==> src/bcd_pkg.sv <==
// Shared widths, fixed-point constants and sideband types for the biquad coefficient designer.
package bcd_pkg;

    // Field widths of the request, the response and the sample rate register.
    localparam int FS_W    = 18;
    localparam int FC_W    = 17;
    localparam int COEFF_W = 32;
    localparam int PHASE_W = 32;

    // Q1.31 working format.
    localparam int Q31_W     = 32;
    localparam int Q31_SHIFT = 31;
    localparam logic [Q31_W-1:0] ONE_Q31   = 32'h8000_0000;
    localparam logic [Q31_W-1:0] ROUND_Q31 = 32'h4000_0000;

    // Phase folding thresholds in turns, Q0.32.
    localparam logic [PHASE_W-1:0] PHASE_HALF    = 32'h8000_0000;
    localparam logic [PHASE_W-1:0] PHASE_QUARTER = 32'h4000_0000;
    localparam logic [PHASE_W-1:0] PHASE_EIGHTH  = 32'h2000_0000;
    localparam int FOLD_W = 30;

    // Pi in Q2.31 (rounded) and 1/sqrt(2) in Q0.31.
    localparam int PI_W = 33;
    localparam logic [PI_W-1:0] PI_Q31 = 33'd6746518852;
    localparam int INV_SQRT2_W = 31;
    localparam logic [INV_SQRT2_W-1:0] INV_SQRT2_Q31 = 31'd1518500250;

    // Horner divisors for the sine and cosine series.
    localparam int TRIG_STEPS = 6;
    localparam int SIN_DIV [TRIG_STEPS] = '{156, 110, 72, 42, 20, 6};
    localparam int COS_DIV [TRIG_STEPS] = '{132, 90, 56, 30, 12, 2};

    // Coefficient divider operand width (numerators and denominators).
    localparam int NUM_W = 33;

    // Sample rate after reset.
    localparam logic [FS_W-1:0] FS_RESET = 18'd48000;

    // Request flags that ride along the early part of the pipeline.
    typedef struct packed {
        logic kind;
        logic inv;
    } side_t;

    // Octant folding flags.
    typedef struct packed {
        logic cneg;
        logic swap;
    } fold_t;

    // Flags needed by the final sign and saturation stage.
    typedef struct packed {
        logic kind;
        logic inv;
        logic cneg;
    } tail_t;

endpackage

==> src/bcd_mul31.sv <==
// Two-stage Q1.31 multiplier: registered product, then round-to-nearest and shift by 31.
module bcd_mul31 import bcd_pkg::*; #(
    parameter int A_W = 32,
    parameter int B_W = 32
) (
    input  logic             clk,
    input  logic             en,
    input  logic [A_W-1:0]   a,
    input  logic [B_W-1:0]   b,
    output logic [Q31_W-1:0] y
);

    localparam int P_W = A_W + B_W;

    logic [P_W-1:0]   prod_reg;
    logic [P_W-1:0]   prod_next;
    logic [P_W:0]     sum;
    logic [Q31_W-1:0] y_reg;
    logic [Q31_W-1:0] y_next;

    // Full product, then add half an LSB and drop 31 fraction bits.
    always_comb
    begin
        prod_next = P_W'(a) * P_W'(b);
        sum       = {1'b0, prod_reg} + (P_W+1)'(ROUND_Q31);
        y_next    = Q31_W'(sum >> Q31_SHIFT);
    end

    always_ff @(posedge clk)
    begin
        if (en)
        begin
            prod_reg <= prod_next;
            y_reg    <= y_next;
        end
    end

    assign y = y_reg;

endmodule

==> config.mk <==
export PLATFORM = sky130hd
export DESIGN_NAME = bcd_mul31
export DESIGN_NICKNAME = d
export VERILOG_FILES = /design/src/bcd_pkg.sv /design/src/bcd_mul31.sv
export SDC_FILE = /design/constraint.sdc
export NUM_CORES = 2
export LEC_CHECK = 0
export BUFFER_PORTS_ARGS = -buffer_cell sky130_fd_sc_hd__clkbuf_2
export CAP_MARGIN = 20
export CORE_UTILIZATION = 60
export CTS_BUF_LIST = sky130_fd_sc_hd__clkbuf_8
export DETAILED_ROUTE_END_ITERATION = 12
export PLACE_DENSITY_LB_ADDON = 0.2
export SLEW_MARGIN = 20
export SYNTH_ARGS = -nofsm -noshare
export SYNTH_HDL_FRONTEND = slang
export SYNTH_SLANG_ARGS = --single-unit
==> constraint.sdc <==
create_clock -name clk -period 9.2 [get_ports clk]
set_input_delay 0 -clock clk [delete_from_list [all_inputs] [get_ports clk]]
set_output_delay 0 -clock clk [all_outputs]
set_load 0.01 [all_outputs]
==> key figures <==
STA
  • Final setup viols: 0
  • Max_slew headroom: 0.326
  • Tmin final: roughly 7500 ps
  • RSZ-0062 raised after global routing: no
  • Worst slew pin tran: between 1000 and 1500 ps
  • Setup_tns: 0 ps
  • Max Clk Rate: 0.134 GHz
  • Final period utilization: 0.813
  • Hold_ws: approximately 350 ps
  • Slew Limit Fails: 0
  • Hold Violations, Final: 0
  • Skew final: roughly 11 ps

Logic synthesis
  • Post-synth cell types: 57
  • Syn_nets: 4943
  • Post-synth EDFFs: between 60 and 70
  • Mapped Cells: 3728
  • Mapped Area: ~35000 um2
  • Seq cells post-synth: 65
  • Post-synth ARST share: 0
  • Most instantiated library cell after synthesis: fa_1
  • Synth cell count leaders: 894 x fa_1, 890 x inv_1, 592 x and2_1
  • Dominant cells by area after synthesis: fa_1 51%, and2_1 11%, inv_1 9.5%
  • Post-synth top area cell: fa_1
  • Sequential-to-total area share from yosys stat: 0.0557
  • Post-Syn Area per Cell: ~9.4 um2
  • Yosys Warn Count: 0
  • Ys flop type: edfxtp_1
  • Yosys top cell area share: 0.511

Clock tree
  • CTS tree: yes
  • Num CTS Buffers: 9
  • Clock Path Buffers: 2
  • Setup Fix Bufs, Post-CTS: 0
  • # hold bufs at CTS: 0
  • H-tree levels: 3
  • Sink Count: 65
  • Clock Pin Slew Worst Setup and Hold Paths: around 70 ps
  • Worst-Skew Late Latency: 350 ps
  • Root buffer cell: clkbuf_8
  • Post-CTS sizing: 0

Run
  • Max-Cap Viols: 0

Floorplan
  • Core ar.: approximately 58000 um2
  • # IOs: around 100
  • Die X: roughly 240 um
  • # rows: 88
  • Starting Density: 0.607
  • Die area: about 59000 um2
  • Die Ht: roughly 240 um

Critical path
  • FF-to-FF setup slack: 6790 ps
  • RR Endpoint: y[28]
  • Crit start category: input port
  • Worst reg2reg path depth: 8
  • CP Data Arrival Time: between 7000 and 8000 ps
  • Crit-path max FO: 32
  • CP Capture Type: flip-flop
  • Worst reg2reg path startpoint: prod_reg[32]
  • Worst setup startpoint: a[10]
  • Worst Path Required: slightly above 9000 ps
  • Worst Setup EP: prod_reg[51]
  • Crit path kind: input port to flip-flop

Route
  • Drt pass-1 iters: 7
  • Initial drt markers: approximately 1700
  • Via count: 24800
  • DRC: 0
  • ANT nets after route: 0
  • Routed len/inst: 20.9 um
  • Final WL: just over 90 mm
  • Vias per std cell: about 5.6

Outcome
  • Status: completed

Place
  • Hpwl dp: 70.9 mm
  • Gpl congestion: between 0.9 and 1
  • Port Buffers: just under 100

Global routing
  • Largest net degree at the start of global routing: 66
  • Global-route wire length before repair: roughly 150 mm
  • GRT overflow: 0
  • GRT Total Usage: 0.329
  • Initial antenna violation count: 12
  • Vias in the first global route: approximately 27000

Layout
  • Layout cell share with drive strength beyond 1: 0.0404
  • Nets: a little under 5000
  • Fill count: a little under 5000
  • Max FFs per register: 33
  • Synth-to-layout area growth: 3.04%

Worst hold path
  • Hold Path Class: input port to flip-flop
[cell type report]
class / count / area, um2 / share of cell area
antenna: 2 / 5.00 / 0.000139
tap: 765 / 957 / 0.0265
clock inverter: 7 / 101 / 0.00281
clock buffer: 9 / 124 / 0.00343
inverter: 890 / 3340 / 0.0925
timing repair buffer: 114 / 613 / 0.0170
sequential: 65 / 1950 / 0.0541
multi-input combinational: 2578 / 29000 / 0.804
[routing by layer]
metal  vias up  track usage  wire [um]
met5         -            0         25
met4         4        0.148       4950
met3       264       0.0356       5820
met2      1031        0.583      47500
met1     12800        0.406      34200
li1      10600            -          -
[through the flow]
stage	cells	utilization	area, um2	setup WS [ps]
after floorplan	3728	-	35000	2560
after global placement	4412	0.622	35900	1520
after detailed placement	4412	0.622	35900	1480
after CTS	4428	0.626	36100	1790
after global routing	4430	0.626	36100	1450
final	4430	0.626	36100	1720
[how the worst min path moves through the flow]
| stage | cells past startpoint | start | to |
|---|---|---|---|
| after floorplan | 0 | en | prod_reg[30] |
| after global placement | 1 | y[13] | y[13] |
| after detailed placement | 1 | y[20] | y[20] |
| after CTS | 2 | en | y[27] |
| after global routing | 2 | en | prod_reg[56] |
| final | 2 | en | prod_reg[56] |
[placed cells by master, fill, tap and decap left out, drive strengths merged, types with 3 or more instances in the layout]
| cell | synthesis | final |
|---|---|---|
| nand2b | 5 | 5 |
| clkbuf | 193 | 106 |
| nor2 | 21 | 21 |
| a31o | 3 | 3 |
| a221oi | 3 | 3 |
| xnor2 | 55 | 55 |
| o21bai | 9 | 9 |
| o21a | 5 | 5 |
| xor2 | 16 | 16 |
| and4 | 5 | 5 |
| inv | 890 | 892 |
| nand3 | 21 | 21 |
| a31oi | 9 | 9 |
| o211ai | 7 | 7 |
| fa | 894 | 894 |
| ha | 255 | 255 |
| nand4 | 12 | 12 |
| buf | 2 | 17 |
| a21oi | 60 | 60 |
| a21o | 18 | 18 |
| o21ai | 35 | 35 |
| or3 | 3 | 3 |
| edfxtp | 65 | 65 |
| nor2b | 7 | 7 |
| o31ai | 4 | 4 |
| nand2 | 489 | 489 |
| and2 | 593 | 593 |
| and3 | 21 | 21 |
| nor3 | 4 | 4 |
| nor4 | 3 | 3 |
[cells by family after synthesis]
group | Yosys count | synth area share
buffers and inverters | 1085 | 0.116
xor gates and xnor gates | 71 | 0.0178
and+or+nand+nor | 1190 | 0.176
adders and majority gates | 1149 | 0.602
DFF | 65 | 0.0557
AOI/OAI and AO/OA | 168 | 0.0318
[worst max-delay path, stage by stage]
cell and delay, ps:
clkbuf_2 530, and2_1 420, fa_1 530, inv_1 70, fa_1 540, inv_1 60, fa_1 490, inv_1 50
fa_1 530, inv_1 50, fa_1 490, fa_1 430, fa_1 510, fa_1 420, ha_1 400, a21oi_1 380
o21ai_0 160, or4b_1 520, o21ai_1 360, o21a_1 270, nor2_1 60, o21ai_1 180, xnor2_1 100
Power is not shown: default switching activity piles up to over one toggle a cycle in this logic, so the estimate is an artifact.
