$ cat src/bcd_pkg.sv
// Shared widths, fixed-point constants and sideband types for the biquad coefficient designer.
package bcd_pkg;

    // Field widths of the request, the response and the sample rate register.
    localparam int FS_W    = 18;
    localparam int FC_W    = 17;
    localparam int COEFF_W = 32;
    localparam int PHASE_W = 32;

    // Q1.31 working format.
    localparam int Q31_W     = 32;
    localparam int Q31_SHIFT = 31;
    localparam logic [Q31_W-1:0] ONE_Q31   = 32'h8000_0000;
    localparam logic [Q31_W-1:0] ROUND_Q31 = 32'h4000_0000;

    // Phase folding thresholds in turns, Q0.32.
    localparam logic [PHASE_W-1:0] PHASE_HALF    = 32'h8000_0000;
    localparam logic [PHASE_W-1:0] PHASE_QUARTER = 32'h4000_0000;
    localparam logic [PHASE_W-1:0] PHASE_EIGHTH  = 32'h2000_0000;
    localparam int FOLD_W = 30;

    // Pi in Q2.31 (rounded) and 1/sqrt(2) in Q0.31.
    localparam int PI_W = 33;
    localparam logic [PI_W-1:0] PI_Q31 = 33'd6746518852;
    localparam int INV_SQRT2_W = 31;
    localparam logic [INV_SQRT2_W-1:0] INV_SQRT2_Q31 = 31'd1518500250;

    // Horner divisors for the sine and cosine series.
    localparam int TRIG_STEPS = 6;
    localparam int SIN_DIV [TRIG_STEPS] = '{156, 110, 72, 42, 20, 6};
    localparam int COS_DIV [TRIG_STEPS] = '{132, 90, 56, 30, 12, 2};

    // Coefficient divider operand width (numerators and denominators).
    localparam int NUM_W = 33;

    // Sample rate after reset.
    localparam logic [FS_W-1:0] FS_RESET = 18'd48000;

    // Request flags that ride along the early part of the pipeline.
    typedef struct packed {
        logic kind;
        logic inv;
    } side_t;

    // Octant folding flags.
    typedef struct packed {
        logic cneg;
        logic swap;
    } fold_t;

    // Flags needed by the final sign and saturation stage.
    typedef struct packed {
        logic kind;
        logic inv;
        logic cneg;
    } tail_t;

endpackage

$ cat src/bcd_phase_div.sv
// Pipelined restoring divider for the phase: floor(cutoff * 2^32 / fs), one bit per stage.
module bcd_phase_div import bcd_pkg::*; (
    input  logic               clk,
    input  logic               en,
    input  logic [FC_W-1:0]    cutoff,
    input  logic [FS_W-1:0]    fs,
    output logic [PHASE_W-1:0] phase
);

    logic [FS_W-1:0]    rem_reg  [PHASE_W];
    logic [FS_W-1:0]    rem_next [PHASE_W];
    logic [PHASE_W-1:0] quo_reg  [PHASE_W];
    logic [PHASE_W-1:0] quo_next [PHASE_W];

    // Each stage doubles the remainder and subtracts fs when it fits.
    always_comb
    begin
        logic [FS_W-1:0]    rin;
        logic [PHASE_W-1:0] qin;
        logic [FS_W:0]      sh;
        logic               ge;
        for (int k = 0; k < PHASE_W; k++)
        begin
            if (k == 0)
            begin
                rin = FS_W'(cutoff);
                qin = '0;
            end
            else
            begin
                rin = rem_reg[k-1];
                qin = quo_reg[k-1];
            end
            sh          = {rin, 1'b0};
            ge          = (sh >= {1'b0, fs});
            rem_next[k] = ge ? FS_W'(sh - {1'b0, fs}) : FS_W'(sh);
            quo_next[k] = {qin[PHASE_W-2:0], ge};
        end
    end

    always_ff @(posedge clk)
    begin
        if (en)
        begin
            for (int k = 0; k < PHASE_W; k++)
            begin
                rem_reg[k] <= rem_next[k];
                quo_reg[k] <= quo_next[k];
            end
        end
    end

    assign phase = quo_reg[PHASE_W-1];

endmodule

$ cat config.mk
export PLATFORM = sky130hd
export DESIGN_NAME = bcd_phase_div
export DESIGN_NICKNAME = d
export VERILOG_FILES = /design/src/bcd_pkg.sv /design/src/bcd_phase_div.sv
export SDC_FILE = /design/constraint.sdc
export NUM_CORES = 2
export LEC_CHECK = 0
export BUFFER_PORTS_ARGS = -buffer_cell sky130_fd_sc_hd__buf_2
export CAP_MARGIN = 10
export CORE_ASPECT_RATIO = 0.6
export CORE_UTILIZATION = 50
export CTS_CLUSTER_DIAMETER = 40
export DETAILED_ROUTE_END_ITERATION = 12
export PLACE_DENSITY = 0.74
export SKIP_CTS_REPAIR_TIMING = 1
export SYNTH_ARGS = -nofsm -noshare
export SYNTH_HDL_FRONTEND = slang
export SYNTH_SLANG_ARGS = --single-unit
$ cat constraint.sdc
create_clock -name clk -period 6.2 [get_ports clk]
set_input_delay 0 -clock clk [delete_from_list [all_inputs] [get_ports clk]]
set_output_delay 0 -clock clk [all_outputs]
set_load 0.02 [all_outputs]
==> flow_summary.json <==
{
  "outcome": "finished, final reports clean",
  "place.gp.congestion": 0.9369,
  "root_buffer": "clkbuf_16",
  "yosysWarnings": 0,
  "reg2reg_to": "rem_reg[1][129]",
  "min_path_cells": 3,
  "post_drt_wl_per_cell_um": 20.39,
  "path_cells": "ha_1, nor2b_1, o31a_1, o211ai_2, a21oi_2, o31ai_2, a31oi_1, a2111oi_4, buf_6, mux2_2",
  "fmax_mhz": 265.7,
  "vias_per_cell": 6.046,
  "grt_pass1_wl_mm": 237.9,
  "route.detailed.drc": 0,
  "numClockSinks": 1086,
  "numPortBuffers": 68,
  "critPathRequiredTime_ps": 6720,
  "netlist_instances": 5523,
  "whs_ps": 108.3,
  "synth_flop_cell": "edfxtp_1",
  "vdd_drop_max_mv": 0.2732,
  "arrival_ps": 4280,
  "largest_reg_flops": 558,
  "hp-start": "cutoff[10]",
  "grt_pass1_vias": 42260,
  "ys_seq_elements": 1086,
  "nets": 6355,
  "num_vias": 45590,
  "critPathBufInv": 1,
  "synth_nets": 6166,
  "drive_gt1_frac": 0.1380,
  "start_util": 0.5038,
  "slowest_stage": "a2111oi_4",
  "n_antenna_cell": 0,
  "first_pass_iters": 8,
  "wl_mm": 153.7,
  "grt-ovfl-total": 0,
  "die_w_um": 467.3,
  "syn2layout_area_growth_pct": 11.87,
  "synth_cell_types": 89,
  "crit_path_max_fanout": 11,
  "clock_skew_ps": 23.81,
  "hpwl_mm": 104.0,
  "rows": 102,
  "end_kind": "register",
  "drv_slew": 0,
  "synth_seq_area_share": 0.5022,
  "min_period_ps": 3764,
  "boundaryPins": 69,
  "r2r-start": "rem_reg[1][108]",
  "cp_slowest_stage_delay_ps": 760,
  "first_iter_violations": 4460,
  "postRouteAntennaNets": 0,
  "async_flop_share": 0,
  "cellPowerDensity_mw_per_mm2": 560.9,
  "synth.avg_cell_area_um2": 11.76,
  "leakage_nw": 28.01,
  "track_usage": 0.2297,
  "hp-class": "input port to register",
  "finalHoldViolations": 0,
  "reg2reg_slack_ps": 2440,
  "clk_latency_ps": 760,
  "worstMarginPinSlew_ps": 1179,
  "dieArea_mm2": 0.1314,
  "antenna_found_initial": 0,
  "cts.clk_slew.worst_paths_ps": 60,
  "min_to": "rem_reg[0][11]",
  "reg2reg_depth": 10,
  "h-tree-depth": 4,
  "die_y_um": 281.2,
  "cp_top_family": "compound AO/OA/AOI/OAI gates",
  "maxCapViolCount": 0,
  "numCtsBuffers": 140,
  "rsz0062_at_grt": "no",
  "cts_max_path_buffers": 3,
  "final_common_cell": "edfxtp_1",
  "finalSetupTns_ps": 0,
  "synth_edf_count": 1086,
  "fin_crit_sh": 0.6071,
  "setup_viol": 0,
  "cts_tree": "done",
  "worst_setup_path_start_kind": "register",
  "netlist_area_mm2": 0.06494,
  "maxSlewHeadroom": 0.2079,
  "core_mm2": 0.1289,
  "grt_max_degree": 155,
  "crit_type": "register to register",
  "final_cell_mix": "1086 x edfxtp_1, 575 x ha_1, 472 x a21oi_1"
}
[cell type report]
class,count,area (µm²)
Multi-Input combinational cell,4166,31290
Timing Repair Buffer,148,1152
Fill cell,10540,56250
Tap cell,1716,2147
Sequential cell,1086,32610
Clock inverter,100,1209
Inverter,170,643.1
Clock buffer,155,3602
[stage by stage]
step	power (mW)	area, µm²	instances	utilization	setup slack (ps)
after CTS	40.52	72410	7518	0.5618	2335
final	40.75	72650	7541	0.5636	2436
after floorplan	27.42	64940	5523	-	449.5
after global placement	31.27	67600	7263	0.5245	2148
after detailed placement	31.80	67600	7263	0.5245	2074
after global routing	43.32	72650	7541	0.5636	2304
[Yosys cell counts, types with 33 or more instances]
| master | count | share of area |
|---|---|---|
| edfxtp_1 | 1086 | 0.50 |
| ha_1 | 575 | 0.11 |
| a21oi_1 | 473 | 0.036 |
| nor2_1 | 339 | 0.020 |
| nand2_1 | 323 | 0.019 |
| mux2_2 | 318 | 0.055 |
| o21ai_0 | 289 | 0.022 |
| xnor2_1 | 263 | 0.035 |
| a21o_1 | 193 | 0.022 |
| inv_1 | 169 | 0.0098 |
| xor2_1 | 160 | 0.022 |
| nor3_1 | 118 | 0.0091 |
| nand3_1 | 109 | 0.0084 |
| o21a_1 | 68 | 0.0079 |
| a31oi_1 | 66 | 0.0064 |
| clkbuf_1 | 65 | 0.0038 |
| nor2b_1 | 62 | 0.0060 |
| o21bai_1 | 62 | 0.0072 |
| a211oi_1 | 59 | 0.0068 |
| nand4_1 | 57 | 0.0055 |
| or2_2 | 43 | 0.0041 |
| nand2b_1 | 42 | 0.0040 |
| or3_1 | 39 | 0.0038 |
| and3_1 | 38 | 0.0037 |
| and2_1 | 33 | 0.0032 |
| o211ai_1 | 33 | 0.0038 |
[how the worst max path moves through the flow]
stage | from | end | cells after the start
CTS | rem_reg[1][108] | rem_reg[1][135] | 9
detailed placement | fs[9] | rem_reg[0][207] | 11
global placement | fs[8] | rem_reg[1][129] | 11
floorplan | fs[0] | rem_reg[0][104] | 14
finish | rem_reg[1][108] | rem_reg[1][129] | 10
global route | rem_reg[1][108] | rem_reg[1][133] | 10
[power by group]
part | switching (mW) | internal (mW) | leakage (nW) | total [mW]
Sequential | 1.49 | 11.6 | 10.6 | 13.1
Combinational | 10.5 | 8.78 | 15.1 | 19.3
Clock | 3.39 | 5.00 | 2.32 | 8.39
[worst reg2reg max path, cell delays in order (launching register included)]
cell and delay (ps):
edfxtp_1 490, ha_1 380, nor2b_1 180, o31a_1 330, o211ai_2 220, a21oi_2 110, o31ai_2 270, a31oi_1 180
a2111oi_4 760, buf_6 250, mux2_2 360
[cells by family after synthesis]
family	Yosys count	synth area share
multiplexers	334	0.05761
buffers and inverters	271	0.01678
adder cells (fa/ha/maj)	606	0.1203
AO/OA/AOI/OAI	1509	0.1492
flip-flops	1086	0.5022
AND/OR/NAND/NOR	1294	0.09689
XOR/XNOR	423	0.05705
[routing by layer]
layer	global-route usage	share of wire
met1	0.3553	0.49
met5	0	0
met2	0.3187	0.41
met4	0.07338	0.025
met3	0.04477	0.080
Note: power is estimated with default switching activity, not from simulation.
