`config.mk`:
```
export PLATFORM = sky130hd
export DESIGN_NAME = bcd_trig_step
export DESIGN_NICKNAME = d
export VERILOG_FILES = /design/src/bcd_pkg.sv /design/src/bcd_delay.sv /design/src/bcd_mul31.sv /design/src/bcd_trig_step.sv
export SDC_FILE = /design/constraint.sdc
export NUM_CORES = 2
export LEC_CHECK = 0
export BUFFER_PORTS_ARGS = -buffer_cell sky130_fd_sc_hd__buf_4
export CORE_ASPECT_RATIO = 0.6
export CORE_MARGIN = 2
export CORE_UTILIZATION = 45
export DETAILED_ROUTE_END_ITERATION = 10
export GPL_TIMING_DRIVEN = 0
export PLACE_DENSITY = 0.68
export RECOVER_POWER = 25
export SLEW_MARGIN = 10
export SYNTH_ARGS = -nofsm -noshare
export SYNTH_HDL_FRONTEND = slang
export SYNTH_HIERARCHICAL = 1
export SYNTH_SLANG_ARGS = --single-unit
```
`constraint.sdc`:
```
create_clock -name clk -period 8.88 [get_ports clk]
set_input_delay 1.776 -clock clk [delete_from_list [all_inputs] [get_ports clk]]
set_output_delay 1.776 -clock clk [all_outputs]
set_load 0.02 [all_outputs]
```
`src/bcd_pkg.sv`:
```
// Shared widths, fixed-point constants and sideband types for the biquad coefficient designer.
package bcd_pkg;

    // Field widths of the request, the response and the sample rate register.
    localparam int FS_W    = 18;
    localparam int FC_W    = 17;
    localparam int COEFF_W = 32;
    localparam int PHASE_W = 32;

    // Q1.31 working format.
    localparam int Q31_W     = 32;
    localparam int Q31_SHIFT = 31;
    localparam logic [Q31_W-1:0] ONE_Q31   = 32'h8000_0000;
    localparam logic [Q31_W-1:0] ROUND_Q31 = 32'h4000_0000;

    // Phase folding thresholds in turns, Q0.32.
    localparam logic [PHASE_W-1:0] PHASE_HALF    = 32'h8000_0000;
    localparam logic [PHASE_W-1:0] PHASE_QUARTER = 32'h4000_0000;
    localparam logic [PHASE_W-1:0] PHASE_EIGHTH  = 32'h2000_0000;
    localparam int FOLD_W = 30;

    // Pi in Q2.31 (rounded) and 1/sqrt(2) in Q0.31.
    localparam int PI_W = 33;
    localparam logic [PI_W-1:0] PI_Q31 = 33'd6746518852;
    localparam int INV_SQRT2_W = 31;
    localparam logic [INV_SQRT2_W-1:0] INV_SQRT2_Q31 = 31'd1518500250;

    // Horner divisors for the sine and cosine series.
    localparam int TRIG_STEPS = 6;
    localparam int SIN_DIV [TRIG_STEPS] = '{156, 110, 72, 42, 20, 6};
    localparam int COS_DIV [TRIG_STEPS] = '{132, 90, 56, 30, 12, 2};

    // Coefficient divider operand width (numerators and denominators).
    localparam int NUM_W = 33;

    // Sample rate after reset.
    localparam logic [FS_W-1:0] FS_RESET = 18'd48000;

    // Request flags that ride along the early part of the pipeline.
    typedef struct packed {
        logic kind;
        logic inv;
    } side_t;

    // Octant folding flags.
    typedef struct packed {
        logic cneg;
        logic swap;
    } fold_t;

    // Flags needed by the final sign and saturation stage.
    typedef struct packed {
        logic kind;
        logic inv;
        logic cneg;
    } tail_t;

endpackage

```
`src/bcd_delay.sv`:
```
// Enabled shift line that delays a payload word by DEPTH stages.
module bcd_delay #(
    parameter int WIDTH = 1,
    parameter int DEPTH = 1
) (
    input  logic             clk,
    input  logic             en,
    input  logic [WIDTH-1:0] d,
    output logic [WIDTH-1:0] q
);

    logic [WIDTH-1:0] line_reg [DEPTH];

    // Shift one place per advancing cycle.
    always_ff @(posedge clk)
    begin
        if (en)
        begin
            line_reg[0] <= d;
            for (int i = 1; i < DEPTH; i++)
            begin
                line_reg[i] <= line_reg[i-1];
            end
        end
    end

    assign q = line_reg[DEPTH-1];

endmodule

```
`src/bcd_mul31.sv`:
```
// Two-stage Q1.31 multiplier: registered product, then round-to-nearest and shift by 31.
module bcd_mul31 import bcd_pkg::*; #(
    parameter int A_W = 32,
    parameter int B_W = 32
) (
    input  logic             clk,
    input  logic             en,
    input  logic [A_W-1:0]   a,
    input  logic [B_W-1:0]   b,
    output logic [Q31_W-1:0] y
);

    localparam int P_W = A_W + B_W;

    logic [P_W-1:0]   prod_reg;
    logic [P_W-1:0]   prod_next;
    logic [P_W:0]     sum;
    logic [Q31_W-1:0] y_reg;
    logic [Q31_W-1:0] y_next;

    // Full product, then add half an LSB and drop 31 fraction bits.
    always_comb
    begin
        prod_next = P_W'(a) * P_W'(b);
        sum       = {1'b0, prod_reg} + (P_W+1)'(ROUND_Q31);
        y_next    = Q31_W'(sum >> Q31_SHIFT);
    end

    always_ff @(posedge clk)
    begin
        if (en)
        begin
            prod_reg <= prod_next;
            y_reg    <= y_next;
        end
    end

    assign y = y_reg;

endmodule

```
`src/bcd_trig_step.sv`:
```
// One Horner step of the series: t_out = 1 - mul31(x2, t_in) / DIVISOR, over five stages.
module bcd_trig_step import bcd_pkg::*; #(
    parameter int DIVISOR = 2
) (
    input  logic             clk,
    input  logic             en,
    input  logic [Q31_W-1:0] x2_in,
    input  logic [Q31_W-1:0] t_in,
    output logic [Q31_W-1:0] x2_out,
    output logic [Q31_W-1:0] t_out
);

    // Reciprocal scaled so that it fits 32 bits; the estimate is low by at most one.
    localparam int SHIFT = Q31_SHIFT + $clog2(DIVISOR);
    localparam logic [Q31_W-1:0] RECIP = 32'((64'd1 << SHIFT) / DIVISOR);
    localparam int STEP_LAT = 5;

    logic [Q31_W-1:0]   v;
    logic [2*Q31_W-1:0] prod_reg;
    logic [Q31_W-1:0]   v_reg;
    logic [Q31_W-1:0]   q0;
    logic [Q31_W-1:0]   q0_reg;
    logic [Q31_W-1:0]   r_reg;
    logic [Q31_W-1:0]   t_reg;
    logic [Q31_W-1:0]   t_next;

    bcd_mul31 #(.A_W(Q31_W), .B_W(Q31_W)) u_mul (
        .clk (clk),
        .en  (en),
        .a   (x2_in),
        .b   (t_in),
        .y   (v)
    );

    // Quotient estimate and its remainder, then a one-step correction.
    always_comb
    begin
        q0     = Q31_W'(prod_reg >> SHIFT);
        t_next = ONE_Q31 - (q0_reg + Q31_W'(r_reg >= Q31_W'(DIVISOR)));
    end

    always_ff @(posedge clk)
    begin
        if (en)
        begin
            prod_reg <= (2*Q31_W)'(v) * (2*Q31_W)'(RECIP);
            v_reg    <= v;
            q0_reg   <= q0;
            r_reg    <= v_reg - Q31_W'(q0 * Q31_W'(DIVISOR));
            t_reg    <= t_next;
        end
    end

    assign t_out = t_reg;

    // Keep the squared angle aligned with the step result.
    bcd_delay #(.WIDTH(Q31_W), .DEPTH(STEP_LAT)) u_x2_dly (
        .clk (clk),
        .en  (en),
        .d   (x2_in),
        .q   (x2_out)
    );

endmodule

```
==> metrics.md <==
| Metric | Value |
|---|---|
| Chip Height | 249 um |
| CTS root buffer | clkbuf_16 |
| Outcome | finished, violations left |
| Total CTS buffers | 31 |
| Number of max-cap violations | 0 |
| Final Hold Vio Count | 0 |
| Clock latency on the worst-skew pair | 0.65 ns |
| Max frequency | 0.112 GHz |
| Syn_nets | 5,589 |
| Buffers on Ports | 129 |
| Hold path cells | 0 |
| Share of cells above drive strength 1 | 12.1% |
| CP endpoint kind | flip-flop |
| Worst Slack Setup Final | -0.0727 ns |
| Syn Inst Count | 4,341 |
| Routed length per instance | 30.1 um |
| Fin crit period | 8.95 ns |
| Final WL | 178,000 um |
| P&R area growth vs syn | 11.6% |
| Residual DRC | 0 |
| Worst hold-check path type | reg2reg |
| GR Overflow Total | 0 |
| Initial antenna violation count | 30 |
| Reg2reg path depth | 9 |
| Mean area per synthesized cell | 10.4 um^2 |
| Vias in the first global route | 32,195 |
| Layout Nets | 5,790 |
| Vias per cell | 5.69 |
| Crit-path max cell delay | 0.57 ns |
| Final slew viol count | 0 |
| Routability Congestion | 1.08 |
| WP data arrival | 9.33 ns |
| Req. time, crit path | 9.26 ns |
| Detail Route Antenna Nets | 0 |
| Drt first pass iters | 6 |
| Vias | 33,541 |
| Hold slack final | 0.399 ns |
| Finished Core Util | 50.9% |
| Crit start category | input pin |
| Worst Max-Slew Pin Slew | 1.05 ns |
| Post-DP HPWL | 144,000 um |
| Io pins | 130 |
| TNS Setup | -0.147 ns |
| First-pass GRT wire length | 246,000 um |
| Setup CP Type | in2reg |
| CP Max Fanout | 10 |
| Synthesized area | 45,100 um^2 |
| Synth warnings | 6 |
| Total Routing Usage GR | 34.5% |
| First DRT Iteration DRCs | 4,544 |
| Die Area | 103,000 um^2 |
| Fillers | 9,010 |
| RSZ-0062 raised after global routing | yes |
| # setup viols final | 4 |
| Most common cell on crit path | fa_1 |
| CTS max path bufs | 3 |
| Die width | 413 um |
| Starting density of the core | 45.6% |
| Largest register FFs | 160 |
| Worst-path clk slew | 0.07 ns |
| Failing checks | setup timing |
| Slew HR | 29.1% |
| Skew final | 0.0249 ns |
| Sink Count | 318 |
| H-tree Lvls | 1 |
| Largest net degree at the start of global routing | 119 |
| Row count | 89 |
| Crit path max-delay cell type | fa_1 |
| CP cell instances | buf_4, clkbuf_1, and2_1, fa_1, inv_1, fa_1, inv_1, fa_1, fa_1, fa_1, fa_1, fa_1, ha_1, ha_2, a21o_1, a21o_1, a21oi_2, o21a_1, o21ai_0, nand4_1, a21boi_0, a211oi_2, xnor2_1 |
| Final period util | 101% |
| CTS tree | yes |
| Placeable Area | 98,800 um^2 |
[worst max-delay path: cells and delay by family]
kind                     cells  cell delay, ns
AO/OA/AOI/OAI                7            1.80
XOR/XNOR                     1            0.15
adder cells (fa/ha/maj)      9            4.56
buffers and inverters        4            0.58
AND/OR/NAND/NOR              2            0.43
[layer usage]
metal | vias to the layer above | GRT usage (%) | wire, um
li1 | 13524 | - | -
met1 | 17242 | 54.3 | 78200
met2 | 2542 | 39.4 | 60500
met3 | 213 | 20.2 | 34600
met4 | 20 | 5.36 | 3700
met5 | - | 2.42 | 665
[cell type report]
cell class	count	area [um^2]	share of cell area (%)
Timing Repair Buffer	172	1420	2.81
Inverter	927	3490	6.94
Clock inverter	18	218	0.433
Tap cell	1319	1650	3.28
Antenna cell	9	22.5	0.0448
Sequential cell	318	9550	19.0
Multi-Input combinational cell	2846	31400	62.5
Buffer	246	1730	3.43
Clock buffer	39	806	1.60
[per-stage QoR]
stage | std cells | cell area, um^2 | setup slack [ns]
floorplan | 4341 | 45100 | 0.512
global placement | 5789 | 47700 | -2.26
detailed placement | 5792 | 47800 | -2.22
CTS | 5852 | 49400 | 0.00169
global route | 5886 | 50300 | -0.0872
finish | 5894 | 50300 | -0.0727
[cells in the final DEF, fill, tap and decap left out, types with 52 or more instances in the layout]
cell type / instances
clkbuf_4: 52
inv_1: 913
nand2_1: 509
clkbuf_2: 54
and2_1: 595
a21oi_1: 93
edfxtp_1: 318
ha_1: 276
buf_4: 215
fa_1: 855
xnor2_1: 65
[repair_timing]
item / in CTS / in global routing
pin swaps: 8 / 40
setup buffers: 6 / 36
resized for setup: 262 / 314
setup endpoints to repair: 31 / 23
hold buffers: 0 / 0
[final timing paths]
check,startpoint,to,slack (ns)
max reg2reg,q0_reg[14],t_out[30],5.19
min,u_x2_dly/line_reg[0][42],u_x2_dly/line_reg[0][74],0.40
max,t_in[26],u_mul/prod_reg[59],-0.07
min reg2reg,u_x2_dly/line_reg[0][42],u_x2_dly/line_reg[0][74],0.40
Power is left out: the tool's default activity adds up to more than one toggle a clock period on the data nets, which glitch-free logic cannot reach.
